--- src/sv/csta_pkg.sv ---
package csta_pkg;

  typedef enum logic [1:0] {
    OP_CREATE  = 2'd0,
    OP_DOWN    = 2'd1,
    OP_UP      = 2'd2,
    OP_DESTROY = 2'd3
  } op_e;

  typedef enum logic [1:0] {
    ST_OK       = 2'd0,
    ST_FULL     = 2'd1,
    ST_BADSLOT  = 2'd2,
    ST_OVERFLOW = 2'd3
  } status_e;

  typedef enum logic [1:0] {
    S_IDLE = 2'b01,
    S_EXEC = 2'b10
  } state_e;

  localparam int unsigned IdWidth   = 6;
  localparam int unsigned InitWidth = 16;
  localparam int unsigned KeyWidth  = 32;
  localparam int unsigned WokeWidth = 8;

endpackage

--- src/sv/csta_ram.sv ---
module csta_ram #(
  parameter int unsigned WIDTH = 8,
  parameter int unsigned DEPTH = 64
) (
  input  logic                     clk_i,
  input  logic                     we_i,
  input  logic [$clog2(DEPTH)-1:0] waddr_i,
  input  logic [WIDTH-1:0]         wdata_i,
  input  logic                     re_i,
  input  logic [$clog2(DEPTH)-1:0] raddr_i,
  output logic [WIDTH-1:0]         rdata_o
);

  logic [WIDTH-1:0] mem_q [DEPTH];
  logic [WIDTH-1:0] rdata_q;

  always_ff @(posedge clk_i) begin
    if (we_i) begin
      mem_q[waddr_i] <= wdata_i;
    end
    if (re_i) begin
      rdata_q <= mem_q[raddr_i];
    end
  end

  assign rdata_o = rdata_q;

endmodule

--- src/sv/counting_semaphore_table_unit.sv ---
// Channel | Direction | Handshake             | Fields
// --------+-----------+-----------------------+------------------------------------------
// in      | input     | in_valid_i/in_stall_o | operation, sem_id, initial_value, create_key
// out     | output    | out_valid_o/out_stall_i | status, slot, must_wait, wake_all, woken_count
//
// The accept cycle issues the slot read; the execute state then gets the read
// data, updates the entry, writes it back and loads the result. No new item
// is taken while an item is in execute; the slot memory read is registered.
// Reset clears the in-use bits and the live count at once; no clearing pass.
// A new item is taken while a result waits; if that result is still stalled,
// the next item holds in execute until the output register frees up.
module counting_semaphore_table_unit #(
  parameter int unsigned SLOTS        = 64,
  parameter int unsigned COUNT_WIDTH  = 16,
  parameter int unsigned WAITER_WIDTH = 8
) (
  input  logic                                   clk_i,
  input  logic                                   rst_ni,
  input  logic                                   in_valid_i,
  output logic                                   in_stall_o,
  input  logic [1:0]                             operation_i,
  input  logic [csta_pkg::IdWidth-1:0]           sem_id_i,
  input  logic signed [csta_pkg::InitWidth-1:0]  initial_value_i,
  input  logic [csta_pkg::KeyWidth-1:0]          create_key_i,
  output logic                                   out_valid_o,
  input  logic                                   out_stall_i,
  output logic [1:0]                             status_o,
  output logic [csta_pkg::IdWidth-1:0]           slot_o,
  output logic                                   must_wait_o,
  output logic                                   wake_all_o,
  output logic [csta_pkg::WokeWidth-1:0]         woken_count_o
);

  import csta_pkg::*;

  localparam int unsigned AW = $clog2(SLOTS);
  localparam int unsigned LW = $clog2(SLOTS + 1);
  // id compare width: holds sem_id and SLOTS itself
  localparam int unsigned IW = ((AW > IdWidth) ? AW : IdWidth) + 1;
  localparam int unsigned CW = COUNT_WIDTH;
  localparam int unsigned WW = WAITER_WIDTH;
  localparam int unsigned MW = KeyWidth + WW + CW;
  // narrowest of init width and count width, for the range check
  localparam int unsigned SW = (CW < InitWidth) ? CW : InitWidth;

  localparam logic [CW-1:0] CntMax = {1'b0, {(CW-1){1'b1}}};
  localparam logic [CW-1:0] CntMin = {1'b1, {(CW-1){1'b0}}};
  localparam logic [WW-1:0] WaitMax = {WW{1'b1}};

  // ---------------------------------------------------------------------------
  // Control and captured request
  // ---------------------------------------------------------------------------
  state_e state_q, state_d;

  logic                       in_accept;
  logic                       commit;
  logic [IW-1:0]              id_ext;

  op_e                        op_q;
  logic [AW-1:0]              addr_q;
  logic                       in_range_q;
  logic signed [InitWidth-1:0] init_q;
  logic [KeyWidth-1:0]        key_q;

  // slot occupancy, live count and registered lowest free slot
  logic [SLOTS-1:0]           in_use_q, in_use_d;
  logic [LW-1:0]              live_q, live_d;
  logic [AW-1:0]              free_q, free_d;

  // slot memory: {key, waiters, count}
  logic                       mem_we;
  logic [AW-1:0]              mem_waddr;
  logic [MW-1:0]              mem_wdata;
  logic [MW-1:0]              mem_rdata;

  logic [KeyWidth-1:0]        rd_key;
  logic [WW-1:0]              rd_wait;
  logic [CW-1:0]              rd_cnt;

  // result path
  logic                       out_valid_q, out_valid_d;
  status_e                    status_q, status_d;
  logic [IdWidth-1:0]         slot_q, slot_d;
  logic                       must_wait_q, must_wait_d;
  logic                       wake_all_q, wake_all_d;
  logic [WokeWidth-1:0]       woken_q, woken_d;

  logic                       table_full;
  logic                       init_fits;
  logic                       slot_live;
  logic [CW-1:0]              cnt_dec, cnt_inc;
  logic [16:0]                wait_wide;

  assign in_stall_o = (state_q != S_IDLE);
  assign in_accept  = in_valid_i && !in_stall_o;
  // execute finishes only when the output register can take the result
  assign commit     = (state_q == S_EXEC) && (!out_valid_q || !out_stall_i);

  assign id_ext     = IW'(sem_id_i);

  always_comb begin
    state_d = state_q;
    unique case (state_q)
      S_IDLE:  if (in_accept) state_d = S_EXEC;
      S_EXEC:  if (commit)    state_d = S_IDLE;
      default: state_d = S_IDLE;
    endcase
  end

  always_ff @(posedge clk_i or negedge rst_ni) begin
    if (!rst_ni) begin
      state_q     <= S_IDLE;
      in_use_q    <= '0;
      live_q      <= '0;
      free_q      <= '0;
      out_valid_q <= 1'b0;
    end else begin
      state_q     <= state_d;
      in_use_q    <= in_use_d;
      live_q      <= live_d;
      free_q      <= free_d;
      out_valid_q <= out_valid_d;
    end
  end

  always_ff @(posedge clk_i) begin
    if (in_accept) begin
      op_q       <= op_e'(operation_i);
      addr_q     <= id_ext[AW-1:0];
      in_range_q <= (id_ext < IW'(SLOTS));
      init_q     <= initial_value_i;
      key_q      <= create_key_i;
    end
    if (commit) begin
      status_q    <= status_d;
      slot_q      <= slot_d;
      must_wait_q <= must_wait_d;
      wake_all_q  <= wake_all_d;
      woken_q     <= woken_d;
    end
  end

  // ---------------------------------------------------------------------------
  // Lowest free slot. Registered every cycle; the in-use bits only change in
  // execute and the accept cycle sits in between, so it is current by the
  // time a create executes.
  // ---------------------------------------------------------------------------
  always_comb begin
    free_d = '0;
    for (int i = SLOTS - 1; i >= 0; i--) begin
      if (!in_use_q[i]) free_d = AW'(i);
    end
  end

  assign table_full = (live_q == LW'(SLOTS));

  // ---------------------------------------------------------------------------
  // Slot memory, read on accept, written back on commit
  // ---------------------------------------------------------------------------
  csta_ram #(
    .WIDTH (MW),
    .DEPTH (SLOTS)
  ) u_slot_ram (
    .clk_i   (clk_i),
    .we_i    (mem_we),
    .waddr_i (mem_waddr),
    .wdata_i (mem_wdata),
    .re_i    (in_accept),
    .raddr_i (id_ext[AW-1:0]),
    .rdata_o (mem_rdata)
  );

  assign rd_cnt  = mem_rdata[CW-1:0];
  assign rd_wait = mem_rdata[CW+WW-1:CW];
  assign rd_key  = mem_rdata[MW-1:CW+WW];

  // initial value must be representable in the count width
  assign init_fits = (init_q[InitWidth-1:SW-1] == '0) ||
                     (init_q[InitWidth-1:SW-1] == '1);
  assign slot_live = in_range_q && in_use_q[addr_q];
  assign cnt_dec   = rd_cnt - 1'b1;
  assign cnt_inc   = rd_cnt + 1'b1;
  assign wait_wide = 17'(rd_wait);

  // ---------------------------------------------------------------------------
  // Execute: decide the request, form the write-back and the result
  // ---------------------------------------------------------------------------
  always_comb begin
    in_use_d    = in_use_q;
    live_d      = live_q;
    mem_we      = 1'b0;
    mem_waddr   = addr_q;
    mem_wdata   = mem_rdata;
    status_d    = ST_OK;
    slot_d      = '0;
    must_wait_d = 1'b0;
    wake_all_d  = 1'b0;
    woken_d     = '0;

    if (commit) begin
      if (op_q == OP_CREATE) begin
        if (table_full) begin
          status_d = ST_FULL;
        end else if (!init_fits) begin
          status_d = ST_OVERFLOW;
        end else begin
          mem_we           = 1'b1;
          mem_waddr        = free_q;
          mem_wdata        = {key_q, {WW{1'b0}}, CW'(init_q)};
          in_use_d[free_q] = 1'b1;
          live_d           = live_q + 1'b1;
          slot_d           = IdWidth'(free_q);
        end
      end else if (!slot_live) begin
        status_d = ST_BADSLOT;
      end else begin
        case (op_q)
          OP_DOWN: begin
            if (rd_cnt == CntMin) begin
              status_d = ST_OVERFLOW;
            end else if (cnt_dec[CW-1] && (rd_wait == WaitMax)) begin
              // would need one more waiter than the counter holds
              status_d = ST_OVERFLOW;
            end else begin
              mem_we = 1'b1;
              if (cnt_dec[CW-1]) begin
                mem_wdata   = {rd_key, rd_wait + 1'b1, cnt_dec};
                must_wait_d = 1'b1;
              end else begin
                mem_wdata = {rd_key, rd_wait, cnt_dec};
              end
            end
          end
          OP_UP: begin
            if (rd_cnt == CntMax) begin
              status_d = ST_OVERFLOW;
            end else begin
              mem_we = 1'b1;
              if (!cnt_inc[CW-1] && (rd_wait != '0)) begin
                mem_wdata  = {rd_key, {WW{1'b0}}, cnt_inc};
                wake_all_d = 1'b1;
                woken_d    = (wait_wide > 17'd255) ? {WokeWidth{1'b1}}
                                                   : wait_wide[WokeWidth-1:0];
              end else begin
                mem_wdata = {rd_key, rd_wait, cnt_inc};
              end
            end
          end
          default: begin
            // destroy: waiters are dropped, entry is rewritten when a create takes the slot
            in_use_d[addr_q] = 1'b0;
            live_d           = live_q - 1'b1;
          end
        endcase
      end
    end
  end

  assign out_valid_d = commit || (out_valid_q && out_stall_i);

  assign out_valid_o   = out_valid_q;
  assign status_o      = status_q;
  assign slot_o        = slot_q;
  assign must_wait_o   = must_wait_q;
  assign wake_all_o    = wake_all_q;
  assign woken_count_o = woken_q;

  // ---------------------------------------------------------------------------
  // Assertions
  // ---------------------------------------------------------------------------
  a_live_matches_bits : assert property (@(posedge clk_i) disable iff (!rst_ni)
    live_q == LW'($countones(in_use_q)))
    else $error("live count differs from in-use bits");

  a_create_takes_free : assert property (@(posedge clk_i) disable iff (!rst_ni)
    (commit && (op_q == OP_CREATE) && !table_full) |-> !in_use_q[free_q])
    else $error("create picked a slot already in use");

  a_result_from_exec : assert property (@(posedge clk_i) disable iff (!rst_ni)
    (out_valid_q && !$past(out_valid_q)) |-> $past(state_q == S_EXEC))
    else $error("result appeared without an execute cycle");

endmodule
--- config.mk ---
export PLATFORM = sky130hd
export DESIGN_NAME = counting_semaphore_table_unit
export DESIGN_NICKNAME = d
export VERILOG_FILES = /design/src/sv/csta_pkg.sv /design/src/sv/csta_ram.sv /design/src/sv/counting_semaphore_table_unit.sv
export SDC_FILE = /design/constraint.sdc
export NUM_CORES = 2
export LEC_CHECK = 0
export ABC_CLOCK_PERIOD_IN_PS = 17140
export BUFFER_PORTS_ARGS = -buffer_cell sky130_fd_sc_hd__buf_2
export CAP_MARGIN = 25
export CORE_ASPECT_RATIO = 1.2
export CORE_UTILIZATION = 56
export CTS_BUF_LIST = sky130_fd_sc_hd__clkbuf_16
export DETAILED_ROUTE_END_ITERATION = 7
export GPL_TIMING_DRIVEN = 1
export HOLD_SLACK_MARGIN = 0.1
export PLACE_DENSITY_LB_ADDON = 0.15
export RECOVER_POWER = 100
export SKIP_LAST_GASP = 1
export SYNTH_ARGS = -nofsm -noshare
export SYNTH_HDL_FRONTEND = slang
export SYNTH_SLANG_ARGS = --single-unit
--- constraint.sdc ---
create_clock -name clk_i -period 17.14 [get_ports clk_i]
set_input_delay 3.428 -clock clk_i [delete_from_list [all_inputs] [get_ports clk_i]]
set_output_delay 3.428 -clock clk_i [all_outputs]
set_load 0.01 [all_outputs]
==> metrics.md <==
| Metric | Value |
|---|---|
| Gpl congestion | 0.958 |
| Syn Nets | 3300 |
| Non-Filler Instances | 5048 |
| Worst slack at placement | 8.55 ns |
| Clk_skew | 0.0252 ns |
| Pleak | 23.4 nW |
| Crit path DAT | roughly 13 ns |
| R2r setup slk | about 8.4 ns |
| Drt first pass iters | 6 |
| Worst slew pin tran | between 9 and 10 ns |
| Gr ovfl total | 0 |
| Worst Slack Setup Final | 5.01 ns |
| Worst min path class | reg2reg |
| Slew Viols, Final | 3330 |
| # rows | 138 |
| Syn avg cell area | 20.8 um2 |
| Die X-Extent | 318 um |
| Final Hold Fails | 0 |
| Gate Count Post-Synth | 3227 |
| Worst vdd ir | 112 uV |
| Total chip power | 8.74 mW |
| Clock Path Buffers | 3 |
| Status | complete, but fails checks |
| Power Density | 117 mW/mm2 |
| Final instance area | 0.0746 mm2 |
| Root buffer cell | clkbuf_16 |
| Hold WS | approximately 0.48 ns |
| Max-cap viol count | 91 |
| Clock transition at path regs | 0.06 ns |
| Area leader, netlist | edfxtp_1 |
| Core ar. | between 0.1 and 0.15 mm2 |
| Filler Cells Inserted | 7988 |
| Yosys top cell area share | 71.5% |
| Unrepaired setup endpoints after global routing | false |
| Ys Warns | 0 |
| Sequential area share after synthesis | 74.5% |
| Hold path start | live_q[6] |
| Critical path class | in2reg |
| Hold buffer count at CTS | 0 |
| Crit end category | flop |
| CP Launch Type | input port |
| Largest net degree at the start of global routing | 143 |
| Latest clock arrival within the worst-skew pair | approximately 0.8 ns |
| CP max FO | 142 |
| Clock buffer count from CTS | 160 |
| Final Cycle Share | 70.7% |
| DRC | 0 |
| Cell Area, Synth | 0.0672 mm2 |
| # setup viols final | 0 |
| Initial DRC Count | 3937 |
| Routed WL per cell | around 34 um |
| Commonest cells in the synthesized netlist | 1602 x edfxtp_1, 515 x mux4_2, 164 x a21oi_1 |
| Area Growth Syn to Fin | 11.0% |
| Most frequent cell after synthesis | edfxtp_1 |
| Initial core utilization | around 57% |
| FF-to-FF Start | addr_q[1] |
| Remaining antenna violation count after routing | 0 |
| TritonCTS clock tree | done |
| Die height | 382 um |
| Final min period | 12.13 ns |
| CTS H-Tree Depth | 4 |
| Vias | roughly 34000 |
| Wirelength, routed | 170000 um |
| Post-DP Area | ~0.07 mm2 |
| Synth Register Bits | 1682 |
| Setup TNS | 0 ns |
| Initial antenna violation count | 9 |
| Dpl cells | 4735 |
| Layout cells sized above 1 | 23.8% |
| Area of the die | around 0.12 mm2 |
| Post CTS Setup Buffer Count | 0 |
| I/O pins | 80 |
| Detailed Place HPWL | slightly below 100000 um |
| Multi-input gate area | roughly 0.017 mm2 |
| First-pass GRT wire length | about 240000 um |
| FFs w/ async S/R, synth | 4.76% |
| NumNets Final | 3448 |
| CP required | between 15 and 20 ns |
| Post-synth EDFFs | 1602 |
| Global Route Usage Sum | 28.7% |
| Flip-flop and latch area | 0.0501 mm2 |
| Number of global-route vias before repair | about 35000 |
| CTS Sinks | 1682 |
| Crit path from | sem_id_i[1] |
| Predominant post-synthesis flop cell | edfxtp_1 |
| Top post-synthesis cells by area | edfxtp_1 72%, mux4_2 17%, dfrtp_1 2.9% |
| Yosys cell types | 81 |
| Fmax | 82.5 MHz |
| PortBufs | 47 |
| Worst slew margin | -517% |
| Via density | 6.70 |
| Failing checks | max-capacitance violations, max-slew violations |
| Fin util | 63.0% |
| Post-cts resize count | 0 |
[cells by family after synthesis]
kind of cell             share of synthesized area (%)
flip-flops                                        74.5
multiplexers                                      17.4
AND/OR/NAND/NOR                                   3.30
AO/OA/AOI/OAI                                     3.08
buffers and inverters                             1.24
XOR/XNOR                                         0.169
adder cells (fa/ha/maj)                          0.253
[power by group]
part | leakage [nW] | switching (mW) | internal [mW] | total (mW)
logic | 5.26 | 0.435 | 0.226 | 0.660
clock network | 2.59 | 1.50 | 1.87 | 3.37
registers | 15.5 | 0.0433 | 4.66 | 4.71
[final timing paths]
| kind | end | cells after the start |
|---|---|---|
| min reg2reg | live_q[6] | 1 |
| max | u_slot_ram.rdata_o[2] | 5 |
| max in group asynchronous | out_valid_o | 2 |
| min in group asynchronous | in_use_q[1] | 1 |
| max reg2reg | u_slot_ram.mem_q[45][3] | 10 |
| min | live_q[6] | 1 |
[critical path: stages]
cell,delay (ns)
buf_8,0.44
clkbuf_1,6.39
mux4_2,1.37
mux4_2,0.43
mux4_2,0.35
[cells in the final DEF (no fill, tap or decap), drive strengths merged, types with 9 or more instances in the layout]
| master | n |
|---|---|
| a21oi | 165 |
| a31oi | 22 |
| and2 | 18 |
| and3 | 16 |
| buf | 46 |
| clkbuf | 277 |
| clkinv | 68 |
| dfrtp | 79 |
| edfxtp | 1602 |
| ha | 12 |
| inv | 84 |
| mux2i | 11 |
| mux4 | 515 |
| nand2 | 109 |
| nand2b | 13 |
| nand3 | 31 |
| nand4 | 25 |
| nor2 | 108 |
| nor2b | 10 |
| nor3 | 37 |
| nor4 | 20 |
| o211ai | 10 |
| o21ai | 63 |
| o22ai | 11 |
| or3 | 9 |
| xnor2 | 9 |
[state kept, by name, summed over array words and instances, names as in the netlist, 6 cells and up]
register	count
init_q	16
addr_q	6
u_slot_ram.rdata_o	24
woken_count_o	8
in_use_q	64
u_slot_ram.mem_q	1536
free_q	6
live_q	7
slot_o	6
[routing by layer]
metal | wire length [um] | global-route usage [%] | vias up
met1 | 62300 | 37.7 | 18000
met3 | 13700 | 5.15 | 305
met4 | 6830 | 11.2 | 4
met5 | 27 | 0 | -
met2 | 86900 | 48.0 | 1649
li1 | - | - | 13900
[layout make-up]
| type | instances | share of cell area, % |
|---|---|---|
| diodes | 2 | 0.00671 |
| flip-flops and latches | 1682 | 67.1 |
| inverters | 40 | 0.201 |
| multi-input cells | 1333 | 22.2 |
| clock inverters | 128 | 1.18 |
| repair buffers | 158 | 1.18 |
| well taps | 1540 | 2.58 |
| clock buffers | 165 | 5.53 |
Note: power is estimated with default switching activity, not from simulation.
